<file path="src/hw/rtl/lsrh_pkg.sv">
// ----------------------------------------------------------------------------
// Limit-switch report package
// Shared constants, codes, transfer types and the CRC-8 table for the
// limit-switch report handshake block.
// ----------------------------------------------------------------------------
package lsrh_pkg;

   localparam int FRAME_BITS = 33;
   localparam int BIT_POS_W  = $clog2(FRAME_BITS + 1);
   localparam int DELAY_W    = 16;
   localparam int LEVELS_W   = 5;
   localparam int PHASE_W    = 3;

   localparam logic [7:0] CRC_INIT = 8'hFF;

   localparam logic [1:0] REQ_LIMIT_EDGE = 2'd0;
   localparam logic [1:0] REQ_HOST_EDGE  = 2'd1;
   localparam logic [1:0] REQ_TIMER_TICK = 2'd2;

   localparam logic [PHASE_W-1:0] PHASE_IDLE      = 3'd0;
   localparam logic [PHASE_W-1:0] PHASE_ATTENTION = 3'd1;
   localparam logic [PHASE_W-1:0] PHASE_ACKED     = 3'd2;
   localparam logic [PHASE_W-1:0] PHASE_CLK_LOW   = 3'd3;
   localparam logic [PHASE_W-1:0] PHASE_CLK_HIGH  = 3'd4;

   localparam logic CSR_FIRST_CHECK_DELAY = 1'b0;
   localparam logic CSR_RETRY_DELAY       = 1'b1;

   typedef struct packed {
      logic                host_level;
      logic [LEVELS_W-1:0] limit_levels;
      logic [1:0]          req_type;
   } item_type;

   typedef struct packed {
      logic [PHASE_W-1:0] phase;
      logic               frame_sent;
      logic               tx_level;
   } result_type;

   function automatic logic [7:0] crc_lookup(input logic [7:0] idx);
      logic [7:0] tab [256];
      tab = '{
         8'h00,8'hF7,8'hB9,8'h4E,8'h25,8'hD2,8'h9C,8'h6B,8'h4A,8'hBD,8'hF3,8'h04,8'h6F,8'h98,8'hD6,8'h21,
         8'h94,8'h63,8'h2D,8'hDA,8'hB1,8'h46,8'h08,8'hFF,8'hDE,8'h29,8'h67,8'h90,8'hFB,8'h0C,8'h42,8'hB5,
         8'h7F,8'h88,8'hC6,8'h31,8'h5A,8'hAD,8'hE3,8'h14,8'h35,8'hC2,8'h8C,8'h7B,8'h10,8'hE7,8'hA9,8'h5E,
         8'hEB,8'h1C,8'h52,8'hA5,8'hCE,8'h39,8'h77,8'h80,8'hA1,8'h56,8'h18,8'hEF,8'h84,8'h73,8'h3D,8'hCA,
         8'hFE,8'h09,8'h47,8'hB0,8'hDB,8'h2C,8'h62,8'h95,8'hB4,8'h43,8'h0D,8'hFA,8'h91,8'h66,8'h28,8'hDF,
         8'h6A,8'h9D,8'hD3,8'h24,8'h4F,8'hB8,8'hF6,8'h01,8'h20,8'hD7,8'h99,8'h6E,8'h05,8'hF2,8'hBC,8'h4B,
         8'h81,8'h76,8'h38,8'hCF,8'hA4,8'h53,8'h1D,8'hEA,8'hCB,8'h3C,8'h72,8'h85,8'hEE,8'h19,8'h57,8'hA0,
         8'h15,8'hE2,8'hAC,8'h5B,8'h30,8'hC7,8'h89,8'h7E,8'h5F,8'hA8,8'hE6,8'h11,8'h7A,8'h8D,8'hC3,8'h34,
         8'hAB,8'h5C,8'h12,8'hE5,8'h8E,8'h79,8'h37,8'hC0,8'hE1,8'h16,8'h58,8'hAF,8'hC4,8'h33,8'h7D,8'h8A,
         8'h3F,8'hC8,8'h86,8'h71,8'h1A,8'hED,8'hA3,8'h54,8'h75,8'h82,8'hCC,8'h3B,8'h50,8'hA7,8'hE9,8'h1E,
         8'hD4,8'h23,8'h6D,8'h9A,8'hF1,8'h06,8'h48,8'hBF,8'h9E,8'h69,8'h27,8'hD0,8'hBB,8'h4C,8'h02,8'hF5,
         8'h40,8'hB7,8'hF9,8'h0E,8'h65,8'h92,8'hDC,8'h2B,8'h0A,8'hFD,8'hB3,8'h44,8'h2F,8'hD8,8'h96,8'h61,
         8'h55,8'hA2,8'hEC,8'h1B,8'h70,8'h87,8'hC9,8'h3E,8'h1F,8'hE8,8'hA6,8'h51,8'h3A,8'hCD,8'h83,8'h74,
         8'hC1,8'h36,8'h78,8'h8F,8'hE4,8'h13,8'h5D,8'hAA,8'h8B,8'h7C,8'h32,8'hC5,8'hAE,8'h59,8'h17,8'hE0,
         8'h2A,8'hDD,8'h93,8'h64,8'h0F,8'hF8,8'hB6,8'h41,8'h60,8'h97,8'hD9,8'h2E,8'h45,8'hB2,8'hFC,8'h0B,
         8'hBE,8'h49,8'h07,8'hF0,8'h9B,8'h6C,8'h22,8'hD5,8'hF4,8'h03,8'h4D,8'hBA,8'hD1,8'h26,8'h68,8'h9F
      };
      return tab[idx];
   endfunction

   // CRC over the limit byte followed by two zero bytes.
   function automatic logic [7:0] frame_crc(input logic [LEVELS_W-1:0] levels);
      logic [7:0] c;
      c = crc_lookup(CRC_INIT ^ {{(8-LEVELS_W){1'b0}}, levels});
      c = crc_lookup(c);
      c = crc_lookup(c);
      return c;
   endfunction

endpackage

</file>
<file path="src/hw/rtl/lsrh_engine.sv">
// ----------------------------------------------------------------------------
// Limit-switch report engine
// Holds the handshake state and applies one item per enabled cycle, giving
// the result of that item combinationally.
// ----------------------------------------------------------------------------
module lsrh_engine
   import lsrh_pkg::*;
(
   input  logic               clock,
   input  logic               reset,
   input  logic               step_en,
   input  item_type           item,
   input  logic [DELAY_W-1:0] first_check_delay,
   input  logic [DELAY_W-1:0] retry_delay,
   output result_type         result
);

   logic [PHASE_W-1:0]    phase_ff,     phase_in;
   logic [FRAME_BITS-1:0] frame_ff,     frame_in;
   logic [FRAME_BITS-1:0] last_sent_ff, last_sent_in;
   logic [BIT_POS_W-1:0]  bit_pos_ff,   bit_pos_in;
   logic                  pending_ff,   pending_in;
   logic [DELAY_W-1:0]    timer_ff,     timer_in;
   logic                  armed_ff,     armed_in;
   logic                  line_ff,      line_in;

   logic                  sent;
   logic [63:0]           frame_wide;
   logic [FRAME_BITS-1:0] frame_new;
   logic [FRAME_BITS-1:0] frame_shift;
   logic [DELAY_W-1:0]    first_load;
   logic [DELAY_W-1:0]    retry_load;

   assign frame_wide  = {32'd0, frame_crc(item.limit_levels), 16'd0,
                         {(8-LEVELS_W){1'b0}}, item.limit_levels};
   assign frame_new   = frame_wide[FRAME_BITS-1:0];
   assign frame_shift = frame_ff >> bit_pos_ff;
   assign first_load  = (first_check_delay == '0) ? DELAY_W'(1) : first_check_delay;
   assign retry_load  = (retry_delay == '0) ? DELAY_W'(1) : retry_delay;

   always_comb begin
      phase_in     = phase_ff;
      frame_in     = frame_ff;
      last_sent_in = last_sent_ff;
      bit_pos_in   = bit_pos_ff;
      pending_in   = pending_ff;
      timer_in     = timer_ff;
      armed_in     = armed_ff;
      line_in      = line_ff;
      sent         = 1'b0;

      case (item.req_type)
         REQ_LIMIT_EDGE: begin
            if (phase_ff == PHASE_IDLE) begin
               frame_in = frame_new;
               if (frame_new != last_sent_ff) begin
                  phase_in = PHASE_ATTENTION;
                  line_in  = 1'b1;
                  timer_in = first_load;
                  armed_in = 1'b1;
               end
            end else begin
               pending_in = 1'b1;
            end
         end
         REQ_HOST_EDGE: begin
            case (phase_ff)
               PHASE_ATTENTION: begin
                  if (!item.host_level) begin
                     phase_in = PHASE_ACKED;
                  end
               end
               PHASE_ACKED: begin
                  if (item.host_level) begin
                     bit_pos_in = '0;
                     line_in    = 1'b0;
                     phase_in   = PHASE_CLK_LOW;
                  end
               end
               PHASE_CLK_LOW: begin
                  if (!item.host_level) begin
                     if (bit_pos_ff < BIT_POS_W'(FRAME_BITS)) begin
                        line_in    = frame_shift[0];
                        bit_pos_in = bit_pos_ff + BIT_POS_W'(1);
                        phase_in   = PHASE_CLK_HIGH;
                     end else begin
                        armed_in     = 1'b0;
                        timer_in     = '0;
                        line_in      = 1'b0;
                        phase_in     = PHASE_IDLE;
                        last_sent_in = frame_ff;
                        sent         = 1'b1;
                        if (pending_ff) begin
                           pending_in = 1'b0;
                           timer_in   = retry_load;
                           armed_in   = 1'b1;
                        end
                     end
                  end
               end
               PHASE_CLK_HIGH: begin
                  if (item.host_level) begin
                     phase_in = PHASE_CLK_LOW;
                  end
               end
               default: begin
               end
            endcase
         end
         REQ_TIMER_TICK: begin
            if (armed_ff) begin
               if (timer_ff <= DELAY_W'(1)) begin
                  armed_in = 1'b0;
                  timer_in = '0;
                  if (phase_ff == PHASE_IDLE) begin
                     frame_in = frame_new;
                     if (frame_new != last_sent_ff) begin
                        phase_in = PHASE_ATTENTION;
                        line_in  = 1'b1;
                        timer_in = first_load;
                        armed_in = 1'b1;
                     end
                  end else begin
                     timer_in = retry_load;
                     armed_in = 1'b1;
                  end
               end else begin
                  timer_in = timer_ff - DELAY_W'(1);
               end
            end
         end
         default: begin
         end
      endcase
   end

   always_ff @(posedge clock) begin
      if (reset) begin
         phase_ff     <= PHASE_IDLE;
         frame_ff     <= '0;
         last_sent_ff <= '1;
         bit_pos_ff   <= '0;
         pending_ff   <= 1'b0;
         timer_ff     <= '0;
         armed_ff     <= 1'b0;
         line_ff      <= 1'b0;
      end else if (step_en) begin
         phase_ff     <= phase_in;
         frame_ff     <= frame_in;
         last_sent_ff <= last_sent_in;
         bit_pos_ff   <= bit_pos_in;
         pending_ff   <= pending_in;
         timer_ff     <= timer_in;
         armed_ff     <= armed_in;
         line_ff      <= line_in;
      end
   end

   assign result.tx_level   = line_in;
   assign result.frame_sent = sent;
   assign result.phase      = phase_in;

   a_phase_range: assert property (@(posedge clock) disable iff (reset)
      phase_ff <= PHASE_CLK_HIGH)
      else $error("Phase register left its legal range.");

   a_timer_armed: assert property (@(posedge clock) disable iff (reset)
      armed_ff == (timer_ff != '0))
      else $error("Timer count and armed flag disagree.");

   a_line_idle: assert property (@(posedge clock) disable iff (reset)
      (phase_ff == PHASE_IDLE) |-> !line_ff)
      else $error("Line driven high while idle.");

   a_bit_pos: assert property (@(posedge clock) disable iff (reset)
      bit_pos_ff <= BIT_POS_W'(FRAME_BITS))
      else $error("Bit position ran past the frame.");

   a_sent_ends: assert property (@(posedge clock) disable iff (reset)
      (step_en && sent) |=> (phase_ff == PHASE_IDLE && last_sent_ff == $past(frame_ff)))
      else $error("Finished frame was not recorded.");

endmodule

</file>
<file path="src/hw/rtl/limit_switch_report_handshake_core.sv">
// ----------------------------------------------------------------------------
// Limit-switch report handshake core
// Stream wrapper: input register, handshake engine and result register,
// plus the two delay registers.
// ----------------------------------------------------------------------------
// A result is offered on rsp once its req transfer has passed the input and result registers.
// Throughput: one item per cycle while rsp_tready does not stall the result register; the
// engine state updates as an item moves from the input register into the result register.
// Reset: synchronous, active high; clears the valid flags of both pipeline registers and
// the engine state, and loads the delay registers with 16000 and 1000.
module limit_switch_report_handshake_core
   import lsrh_pkg::*;
(
   input  logic        clock,
   input  logic        reset,
   input  logic        req_tvalid,
   output logic        req_tready,
   input  logic [7:0]  req_tdata,   // [4:0] limit_levels, [5] host_level, [7:6] zero
   input  logic [1:0]  req_tuser,   // [1:0] req_type
   output logic        rsp_tvalid,
   input  logic        rsp_tready,
   output logic [7:0]  rsp_tdata,   // [0] tx_level, [3:1] phase, [7:4] zero
   output logic        rsp_tlast,
   input  logic        csr_we,
   input  logic        csr_addr,
   input  logic [15:0] csr_wdata
);

   logic               in_valid_ff;
   item_type           in_item_ff;
   logic               out_valid_ff;
   result_type         out_result_ff;
   logic [DELAY_W-1:0] first_delay_ff;
   logic [DELAY_W-1:0] retry_delay_ff;
   logic               advance;
   result_type         result;

   assign advance    = in_valid_ff && (!out_valid_ff || rsp_tready);
   assign req_tready = !in_valid_ff || advance;

   always_ff @(posedge clock) begin
      if (reset) begin
         in_valid_ff  <= 1'b0;
         out_valid_ff <= 1'b0;
      end else begin
         if (req_tready) begin
            in_valid_ff <= req_tvalid;
         end
         if (advance) begin
            out_valid_ff <= 1'b1;
         end else if (rsp_tready) begin
            out_valid_ff <= 1'b0;
         end
      end
   end

   always_ff @(posedge clock) begin
      if (req_tready && req_tvalid) begin
         in_item_ff.req_type     <= req_tuser;
         in_item_ff.limit_levels <= req_tdata[LEVELS_W-1:0];
         in_item_ff.host_level   <= req_tdata[LEVELS_W];
      end
      if (advance) begin
         out_result_ff <= result;
      end
   end

   always_ff @(posedge clock) begin
      if (reset) begin
         first_delay_ff <= DELAY_W'(16000);
         retry_delay_ff <= DELAY_W'(1000);
      end else if (csr_we) begin
         case (csr_addr)
            CSR_FIRST_CHECK_DELAY: first_delay_ff <= csr_wdata;
            CSR_RETRY_DELAY:       retry_delay_ff <= csr_wdata;
            default: begin
            end
         endcase
      end
   end

   lsrh_engine u_engine (
      .clock             (clock),
      .reset             (reset),
      .step_en           (advance),
      .item              (in_item_ff),
      .first_check_delay (first_delay_ff),
      .retry_delay       (retry_delay_ff),
      .result            (result)
   );

   assign rsp_tvalid = out_valid_ff;
   assign rsp_tdata  = {4'b0000, out_result_ff.phase, out_result_ff.tx_level};
   assign rsp_tlast  = out_result_ff.frame_sent;

endmodule

</file>
<file path="config.mk">
export PLATFORM = sky130hd
export DESIGN_NAME = limit_switch_report_handshake_core
export DESIGN_NICKNAME = d
export VERILOG_FILES = /design/src/hw/rtl/lsrh_pkg.sv /design/src/hw/rtl/lsrh_engine.sv /design/src/hw/rtl/limit_switch_report_handshake_core.sv
export SDC_FILE = /design/constraint.sdc
export NUM_CORES = 1
export LEC_CHECK = 0
export BUFFER_PORTS_ARGS = -buffer_cell sky130_fd_sc_hd__buf_2
export CORE_AREA = 2 2 161 163
export CTS_BUF_LIST = sky130_fd_sc_hd__clkbuf_4 sky130_fd_sc_hd__clkbuf_8
export CTS_CLUSTER_SIZE = 25
export DETAILED_ROUTE_END_ITERATION = 10
export DIE_AREA = 0 0 163 165
export SKIP_CTS_REPAIR_TIMING = 1
export SLEW_MARGIN = 10
export SYNTH_ARGS = -nofsm -noshare
export SYNTH_HDL_FRONTEND = slang
export SYNTH_HIERARCHICAL = 1
export SYNTH_SLANG_ARGS = --single-unit
</file>
<file path="constraint.sdc">
create_clock -name clock -period 5.46 [get_ports clock]
set_input_delay 0.546 -clock clock [delete_from_list [all_inputs] [get_ports clock]]
set_output_delay 0.546 -clock clock [all_outputs]
set_load 0.02 [all_outputs]
</file>
==> metrics.md, run 1 <==
| Metric | Value |
|---|---|
| Dominant cells by area after synthesis | dfxtp_1, edfxtp_1, a21oi_1 |
| Die height | 165 um |
| R2r endpoint | u_engine/timer_ff[6] |
| Area grow syn2layout | 7.65% |
| Async SR Flop Fraction | 0% |
| Cell area after synthesis | 6200 um2 |
| # IOs | 43 |
| # rows | 58 |
| Max-cap viol count | 0 |
| Root Buffer | clkbuf_8 |
| Ratio of cells with drive above 1 in the final layout | 12.9% |
| Max FO, Critical Path | 13 |
| Via count | 5002 |
| DIE WIDTH | 163 um |
| # port buffers | 36 |
| RSZ-0062 raised after global routing | false |
| Routed wire length | 14900 um |
| Final Hold Vio Count | 0 |
| Setup Skew | 17.4 ps |
| First-pass DRT Iterations | 5 |
| Core Area | 25000 um2 |
| Measured slew at the worst slew-check pin | 998 ps |
| Final net count | 750 |
| Status | finished clean |
| Post-Syn Area per Cell | 8.72 um2 |
| Total CTS buffers | 9 |
| Worst min-delay path class | primary input to register |
| YS warnings | 6 |
| H-tree Lvls | 3 |
| Drt via density | 4.80 |
| Initial core utilization | 24.8% |
| RePlAce Congestion | 0.818 |
| Register area share after synthesis | 35.0% |
| Worst hold endpoint | in_item_ff[3] |
| Worst EP required | 5710 ps |
| Final min period | 4050 ps |
| Final setup viols | 0 |
| Reg2Reg Depth | 11 |
| Overflow after GRT | 0 |
| Post-DP HPWL | 10200 um |
| Setup crit end kind | register |
| Synth Register Bits | 102 |
| Antenna-violating nets left | 0 |
| Cell count after synthesis | 711 |
| Post-DP Area | 6440 um2 |
| CTS tree | built |
| Largest area contributor in the netlist | dfxtp_1 |
| LEAKAGE | 2.50 nW |
| Largest net degree at the start of global routing | 59 |
| Post-synth EDFFs | 13 |
| Reg-to-reg slack, setup | 1410 ps |
| Netlist cell types | 80 |
| PD cells | 265 nW/um2 |
| Count of pins over their slew limit | 0 |
| Reg2reg start | in_item_ff[2] |
| First-pass GRT wire length | 24500 um |
| Clk_lat worst skew | 390 ps |
| Most frequent cells in the layout | dfxtp_1, nor2_1, nand2_1 |
| Clock sinks | 102 |
| Die footprint | 26900 um2 |
| Largest buffer count on any clock path | 2 |
| Worst hold path depth | 1 |
| Worst setup SP type | register |
| Top_reg_cell synth | dfxtp_1 |
| Vias in the first global route | 4742 |
| Clk slew on worst S/H paths | 100 ps |
| DR WL/cell | 14.3 um |
| Area fraction of the dominant cell type after synthesis | 28.7% |
| Iteration-0 DRC Markers | 394 |
| FMAX | 247 MHz |
| Design Area, Final | 6680 um2 |
| Worst vdd ir | 0.109 mV |
| Post-route DRC | 0 |
| Number of antenna violations at the first check in global routing | 0 |
| Arrival time at the worst endpoint | 4300 ps |
| Setup TNS | 0 ps |
| Commonest non-fill, non-tap cell in the layout | dfxtp_1 |
| # diodes | 0 |
| Global Route Usage Sum | 11.3% |
| Slew headroom | 33.5% |
| Tcrit/Tclk final | 74.1% |
| WS Path Type | register to register |
| Hold_sp | req_tdata[1] |
## state kept, by name, summed over array words and instances, names as in the netlist
register,count
retry_delay_ff,16
rsp_tlast,1
u_engine/pending_ff,1
u_engine/last_sent_ff,14
in_item_ff,8
in_valid_ff,1
first_delay_ff,16
rsp_tdata,4
u_engine/phase_ff,3
u_engine/timer_ff,16
u_engine/armed_ff,1
u_engine/line_ff,1
rsp_tvalid,1
u_engine/bit_pos_ff,6
u_engine/frame_ff,13
## layer usage
layer  track usage (%)  vias up  share of wire, %
li1                  -     2529                 -
met1              15.6     2335                50
met2              17.7      125                45
met3              2.49       13               4.8
met4              3.10        0              0.86
met5                 0        -                 0
## synth_stat cells (3+ instances only)
library cell	count
nor3_2	7
nand3_1	13
nor4_1	11
xnor2_1	20
nor3b_1	3
a21bo_1	4
a21o_1	3
xor2_1	15
edfxtp_1	13
o21ai_1	7
inv_1	21
buf_6	10
nand4bb_1	3
nor2_1	67
o211ai_1	3
dfxtp_1	89
and2_1	6
nand2b_1	26
a311oi_1	4
nor2b_1	6
a22oi_1	9
nand3b_1	15
o31ai_1	13
a21oi_1	53
nor3_1	27
buf_4	9
a211oi_1	8
mux2i_1	26
and3_1	8
nand2_1	60
clkbuf_1	21
a31oi_1	4
a211oi_2	10
or3_1	7
a211o_1	5
buf_2	12
clkbuf_8	3
nand4_1	7
ha_1	10
o21ai_0	24
## power breakdown
part | internal, W | leakage, nW | switching, W
Clock | 0.000288 | 0.118 | 0.000285
Sequential | 0.000789 | 0.851 | 0.0000362
Combinational | 0.000148 | 1.53 | 0.000222
Total | 0.00123 | 2.50 | 0.000543
## critical path, cell delays in order, from the launching register on
cell and delay (ps):
edfxtp_1 560, inv_1 160, ha_1 280, or2_4 280, xnor3_2 410, xnor3_1 220, a211o_1 310, a2111oi_4 870
buf_4 340, o31ai_1 110, a211oi_2 300, nor3_2 70
## through the flow
stage / hold WS [ps] / utilization (%) / setup slack (ps) / instances / power [W]
after global placement: 450 / 25.7 / 1450 / 1027 / 0.00120
after floorplan: 428 / - / 2330 / 714 / 0.00114
final: 333 / 26.7 / 1410 / 1043 / 0.00177
after global routing: 302 / 26.7 / 1230 / 1043 / 0.00187
after detailed placement: 445 / 25.7 / 1430 / 1027 / 0.00121
after CTS: 308 / 26.7 / 1400 / 1043 / 0.00179
## worst max-delay path by stage
stage                       start               endpoint  slack (ps)  cells after the start
floorplan           in_item_ff[3]           rsp_tdata[1]        2330                     12
global placement    in_item_ff[2]   u_engine/timer_ff[9]        1450                     11
detailed placement  in_item_ff[2]   u_engine/timer_ff[6]        1430                     11
CTS                 in_item_ff[2]   u_engine/timer_ff[9]        1400                     11
global route        in_item_ff[2]  u_engine/timer_ff[10]        1230                     11
finish              in_item_ff[2]   u_engine/timer_ff[6]        1410                     11
## cell families (layout without fill, tap and decap cells)
logic type	count (synthesis)	count (layout)	share of synthesized area, %
AO/OA/AOI/OAI	174	174	20.0
XOR/XNOR	39	39	6.54
adder cells (fa/ha/maj)	10	10	2.02
buffers and inverters	80	79	7.89
flip-flops	102	102	35.0
multiplexers	28	28	4.92
other	1	4	0.0605
AND/OR/NAND/NOR	277	277	23.6
## cell type report
class,count,area (um2)
clock buffers,11,151
fillers,2721,18400
inverters,22,82.6
clock inverters,5,87.6
repair buffers,41,218
multi-input cells,532,3550
well taps,330,413
flip-flops and latches,102,2170
Power figures use the tool's default switching activity.
==> run 2: changes to the inputs <==
--- a/config.mk
+++ b/config.mk
@@ -5,12 +5,13 @@
 export SDC_FILE = /design/constraint.sdc
 export NUM_CORES = 1
 export LEC_CHECK = 0
+export ABC_AREA = 1
 export BUFFER_PORTS_ARGS = -buffer_cell sky130_fd_sc_hd__buf_2
-export CORE_AREA = 2 2 161 163
+export CORE_AREA = 2 2 162 164
 export CTS_BUF_LIST = sky130_fd_sc_hd__clkbuf_4 sky130_fd_sc_hd__clkbuf_8
 export CTS_CLUSTER_SIZE = 25
 export DETAILED_ROUTE_END_ITERATION = 10
-export DIE_AREA = 0 0 163 165
+export DIE_AREA = 0 0 164 166
 export SKIP_CTS_REPAIR_TIMING = 1
 export SLEW_MARGIN = 10
 export SYNTH_ARGS = -nofsm -noshare
==> constraint.sdc (replaced) <==
create_clock -name clock -period 4.2 [get_ports clock]
set_input_delay 0.42 -clock clock [delete_from_list [all_inputs] [get_ports clock]]
set_output_delay 0.42 -clock clock [all_outputs]
set_load 0.02 [all_outputs]
==> metrics.md, run 2 <==
| Metric | Value |
|---|---|
| Post-Syn Area per Cell | 6.69 um2 |
| Most frequent cells in the layout | nand2_1, inv_1, nor2_1 |
| # diodes | 0 |
| Count leader, synth | nand2_1 |
| Number of antenna violations at the first check in global routing | 0 |
| Synth top cells by count | nand2_1, inv_1, nor2_1 |
| # IOs | 43 |
| Worst min-delay path class | primary input to register |
| Core Area | 25600 um2 |
| First-pass GRT wire length | 26700 um |
| Iteration-0 DRC Markers | 477 |
| Global Route Usage Sum | 12.0% |
| Final net count | 998 |
| Area grow syn2layout | 9.27% |
| Pre-CTS WS | 945 ps |
| Clk_lat worst skew | 380 ps |
| Netlist cell types | 54 |
| Crit. Startpoint | in_item_ff[3] |
| Top_reg_cell synth | dfxtp_1 |
| PD cells | 342 nW/um2 |
| Via count | 5847 |
| Dominant cells by area after synthesis | dfxtp_1, nand2_1, inv_1 |
| Die height | 166 um |
| RSZ-0062 raised after global routing | false |
| Measured slew at the worst slew-check pin | 889 ps |
| Status | finished clean |
| FMAX | 307 MHz |
| Initial core utilization | 24.5% |
| # port buffers | 36 |
| Slew headroom | 40.7% |
| Final Hold Vio Count | 0 |
| Clk slew on worst S/H paths | 100 ps |
| Clock sinks | 102 |
| Largest area contributor in the netlist | dfxtp_1 |
| YS warnings | 6 |
| Setup TNS | 0 ps |
| Synth Register Bits | 102 |
| First-pass DRT Iterations | 5 |
| Drt via density | 4.51 |
| Non-Filler Instances | 1296 |
| DP Cell Count | 1280 |
| Max-cap viol count | 0 |
| Root Buffer | clkbuf_8 |
| Cell area after synthesis | 6290 um2 |
| Largest regs | first_delay_ff (16), retry_delay_ff (16), u_engine/timer_ff (16) |
| DIE WIDTH | 164 um |
| Util after Layout | 26.8% |
| Commonest non-fill, non-tap cell in the layout | nand2_1 |
| DR WL/cell | 12.4 um |
| H-tree Lvls | 3 |
| Routed wire length | 16100 um |
| Final min period | 3250 ps |
| Fillers | 2847 |
| WS Path Type | register to register |
| Largest net degree at the start of global routing | 39 |
| Max FO, Critical Path | 18 |
| Area fraction of the dominant cell type after synthesis | 28.3% |
| Ratio of cells with drive above 1 in the final layout | 11.3% |
| Setup crit end kind | register |
| Count of pins over their slew limit | 0 |
| RePlAce Congestion | 0.835 |
| Total CTS buffers | 9 |
| Arrival time at the worst endpoint | 3570 ps |
| Worst setup SP type | register |
| Final setup viols | 0 |
| Post-DP HPWL | 11700 um |
| Total Power | 0.00235 W |
| LEAKAGE | 3.29 nW |
| Post-route DRC | 0 |
| Post-synth EDFFs | 13 |
| # rows | 59 |
| Tcrit/Tclk final | 77.4% |
| Setup WS post-layout | 947 ps |
| Antenna-violating nets left | 0 |
| CTS tree | built |
| Cell count after synthesis | 940 |
| Worst EP required | 4520 ps |
| Die footprint | 27200 um2 |
| Reg2reg start | in_item_ff[3] |
| Hold_sp | req_tdata[4] |
| Worst vdd ir | 0.163 mV |
| Register area share after synthesis | 34.5% |
| Setup Skew | 9.80 ps |
| Async SR Flop Fraction | 0% |
| Vias in the first global route | 5237 |
| Overflow after GRT | 0 |
| Largest buffer count on any clock path | 2 |
-- run 2: changes by cell type after synthesis, sizes merged, moves of 28 or more --
cell	previous run	this run
inv	21	120
nand2	61	240
nand3	13	82
nor2	68	111
nor3	35	7
o21ai	31	62
-- run 2: per-stage QoR --
step	cell area [um2]	hold WS [ps]
finish	6870	212
global placement	6680	468
CTS	6870	193
floorplan	6300	440
global route	6870	190
detailed placement	6680	462
-- run 2: layout make-up --
cell class | count | area, um2 | area share (%)
multi-input cells | 680 | 3410 | 49.6
flip-flops and latches | 102 | 2170 | 31.6
inverters | 123 | 472 | 6.87
well taps | 335 | 419 | 6.10
repair buffers | 40 | 210 | 3.06
clock buffers | 9 | 124 | 1.80
clock inverters | 7 | 63.8 | 0.929
-- run 2: final timing paths --
kind	endpoint	slack, ps	cells past startpoint
worst max-delay path	u_engine/timer_ff[2]	950	15
worst max register to register	u_engine/timer_ff[2]	950	15
worst min register to register	rsp_tvalid	500	2
worst min-delay path	in_item_ff[6]	210	1
-- run 2: power breakdown --
group	switching, W	internal [W]
logic	0.000440	0.000219
registers	0.0000461	0.00103
clock network	0.000381	0.000231
total	0.000867	0.00148
-- run 2: logic make-up after synthesis --
kind of cell    count (synthesis)  share of synthesized area [%]
xor+xnor                       22                           3.60
simple gates                  478                           33.4
compound gates                166                           15.0
fa+ha+maj                      10                           1.99
flops                         102                           34.5
other cells                     1                         0.0596
buf+inv                       161                           11.4
-- run 2: worst max-delay path, cell delays in order (launching register included) --
cell and delay (ps):
edfxtp_1 460, inv_1 180, ha_1 350, xnor2_4 260, xor2_1 290, xor2_1 330
inv_1 100, nand2_2 100, o21ai_2 70, nor2_4 120, nand3_4 240, nand2_4 140
nand2_4 60, nand3_4 200, inv_6 140, a21oi_1 160
-- run 2: metal layers --
metal	GRT usage, %	vias up	part of all wire (%)
met5	0	-	0
met4	3.01	0	1.2
met3	1.87	13	4.5
met2	18.3	155	44
met1	17.5	2623	50
li1	-	3056	-
==> run 3: changes to the inputs <==
==> constraint.sdc (replaced) <==
create_clock -name clock -period 3.1 [get_ports clock]
set_input_delay 0.31 -clock clock [delete_from_list [all_inputs] [get_ports clock]]
set_output_delay 0.31 -clock clock [all_outputs]
set_load 0.02 [all_outputs]
==> metrics.md, run 3 (synthesis results as in run 2) <==
| Metric | Value |
|---|---|
| DR WL/cell | 12.4 um |
| Routed wire length | 16200 um |
| Worst min-delay path class | primary input to register |
| DIE WIDTH | 164 um |
| Worst setup SP type | register |
| Max-cap viol count | 0 |
| Number of antenna violations at the first check in global routing | 0 |
| Clk_lat worst skew | 380 ps |
| Worst vdd ir | 0.199 mV |
| First-pass DRT Iterations | 5 |
| Worst EP required | 3250 ps |
| Die footprint | 27200 um2 |
| Final min period | 2880 ps |
| RePlAce Congestion | 0.834 |
| Largest buffer count on any clock path | 2 |
| Overflow after GRT | 0 |
| Post-DP HPWL | 12100 um |
| Global Route Usage Sum | 11.9% |
| Clock sinks | 102 |
| Final Hold Vio Count | 0 |
| Final setup viols | 0 |
| # port buffers | 36 |
| LEAKAGE | 3.40 nW |
| DP Cell Count | 1292 |
| Clk slew on worst S/H paths | 100 ps |
| Root Buffer | clkbuf_8 |
| H-tree Lvls | 3 |
| Commonest non-fill, non-tap cell in the layout | nand2_1 |
| Antenna-violating nets left | 0 |
| WS Path Type | register to register |
| Non-Filler Instances | 1311 |
| Final net count | 1013 |
| Most frequent cells in the layout | nand2_1, inv_1, nor2_1 |
| FMAX | 347 MHz |
| Iteration-0 DRC Markers | 393 |
| Core Area | 25600 um2 |
| Post-route DRC | 0 |
| Initial core utilization | 24.5% |
| # rows | 59 |
| Max FO, Critical Path | 6 |
| Total Power | 0.00337 W |
| Measured slew at the worst slew-check pin | 882 ps |
| First-pass GRT wire length | 26500 um |
| Via count | 5878 |
| Status | finished clean |
| Vias in the first global route | 5217 |
| Count of pins over their slew limit | 0 |
| PD cells | 475 nW/um2 |
| Total CTS buffers | 9 |
| Die height | 166 um |
| Setup Skew | 8.47 ps |
| Area grow syn2layout | 13.0% |
| CTS tree | built |
| Largest net degree at the start of global routing | 33 |
| Tcrit/Tclk final | 92.9% |
| Setup crit end kind | register |
| Drt via density | 4.48 |
| # IOs | 43 |
| Slew headroom | 41.2% |
| Ratio of cells with drive above 1 in the final layout | 13.5% |
| # diodes | 0 |
| Arrival time at the worst endpoint | 3030 ps |
| Largest regs | first_delay_ff (16), retry_delay_ff (16), u_engine/timer_ff (16) |
## run 3: per-stage QoR
stage,setup TNS (ps),cell area [um2],hold slack [ps],setup slack (ps),utilization [%]
after floorplan,0,6300,379,401,-
after global placement,0,6790,462,131,26.5
after detailed placement,0,6790,464,61.6,26.5
after CTS,0,7010,78.1,40.2,27.4
after global routing,-26.0,7110,77.9,-10.7,27.7
final,0,7110,101,220,27.7
## run 3: cell type report
class	instances	area, um2
Timing Repair Buffer	55	348
Clock inverter	7	104
Inverter	123	472
Tap cell	335	419
Clock buffer	9	124
Fill cell	2789	18500
Multi-Input combinational cell	680	3470
Sequential cell	102	2170
## run 3: where the power goes
part / internal, W / switching (W) / leakage, nW
Clock: 0.000468 / 0.000502 / 0.115
Sequential: 0.00140 / 0.0000628 / 0.854
Combinational: 0.000333 / 0.000607 / 2.43
## run 3: path summary, 6_finish.rpt
path	start	endpoint	slack, ps	cells after the start
worst max-delay path	in_item_ff[3]	rsp_tdata[1]	220	16
worst min-delay path	req_tdata[0]	in_item_ff[2]	100	1
worst max register to register	in_item_ff[3]	rsp_tdata[1]	220	16
worst min register to register	u_engine/frame_ff[26]	u_engine/last_sent_ff[26]	480	2
## run 3: critical path, stage by stage, from the launching register on
cell	delay, ps
edfxtp_1	460
inv_1	140
ha_4	240
xnor2_4	300
buf_4	170
xor2_1	70
or2_2	290
nand3b_1	110
nand4_1	90
nor2_1	200
nand3_4	150
nand3_1	150
nand2_1	70
nand2_1	50
nand2_1	50
nand2_1	80
inv_1	40
## run 3: routing by layer
| layer | global-route usage, % | wire (um) | share of wire [%] | up-vias |
|---|---|---|---|---|
| li1 | - | - | - | 3081 |
| met1 | 17.6 | 8260 | 51 | 2640 |
| met2 | 18.0 | 7130 | 44 | 143 |
| met3 | 1.67 | 613 | 3.8 | 14 |
| met4 | 3.59 | 218 | 1.3 | 0 |
| met5 | 0 | 0 | 0 | - |
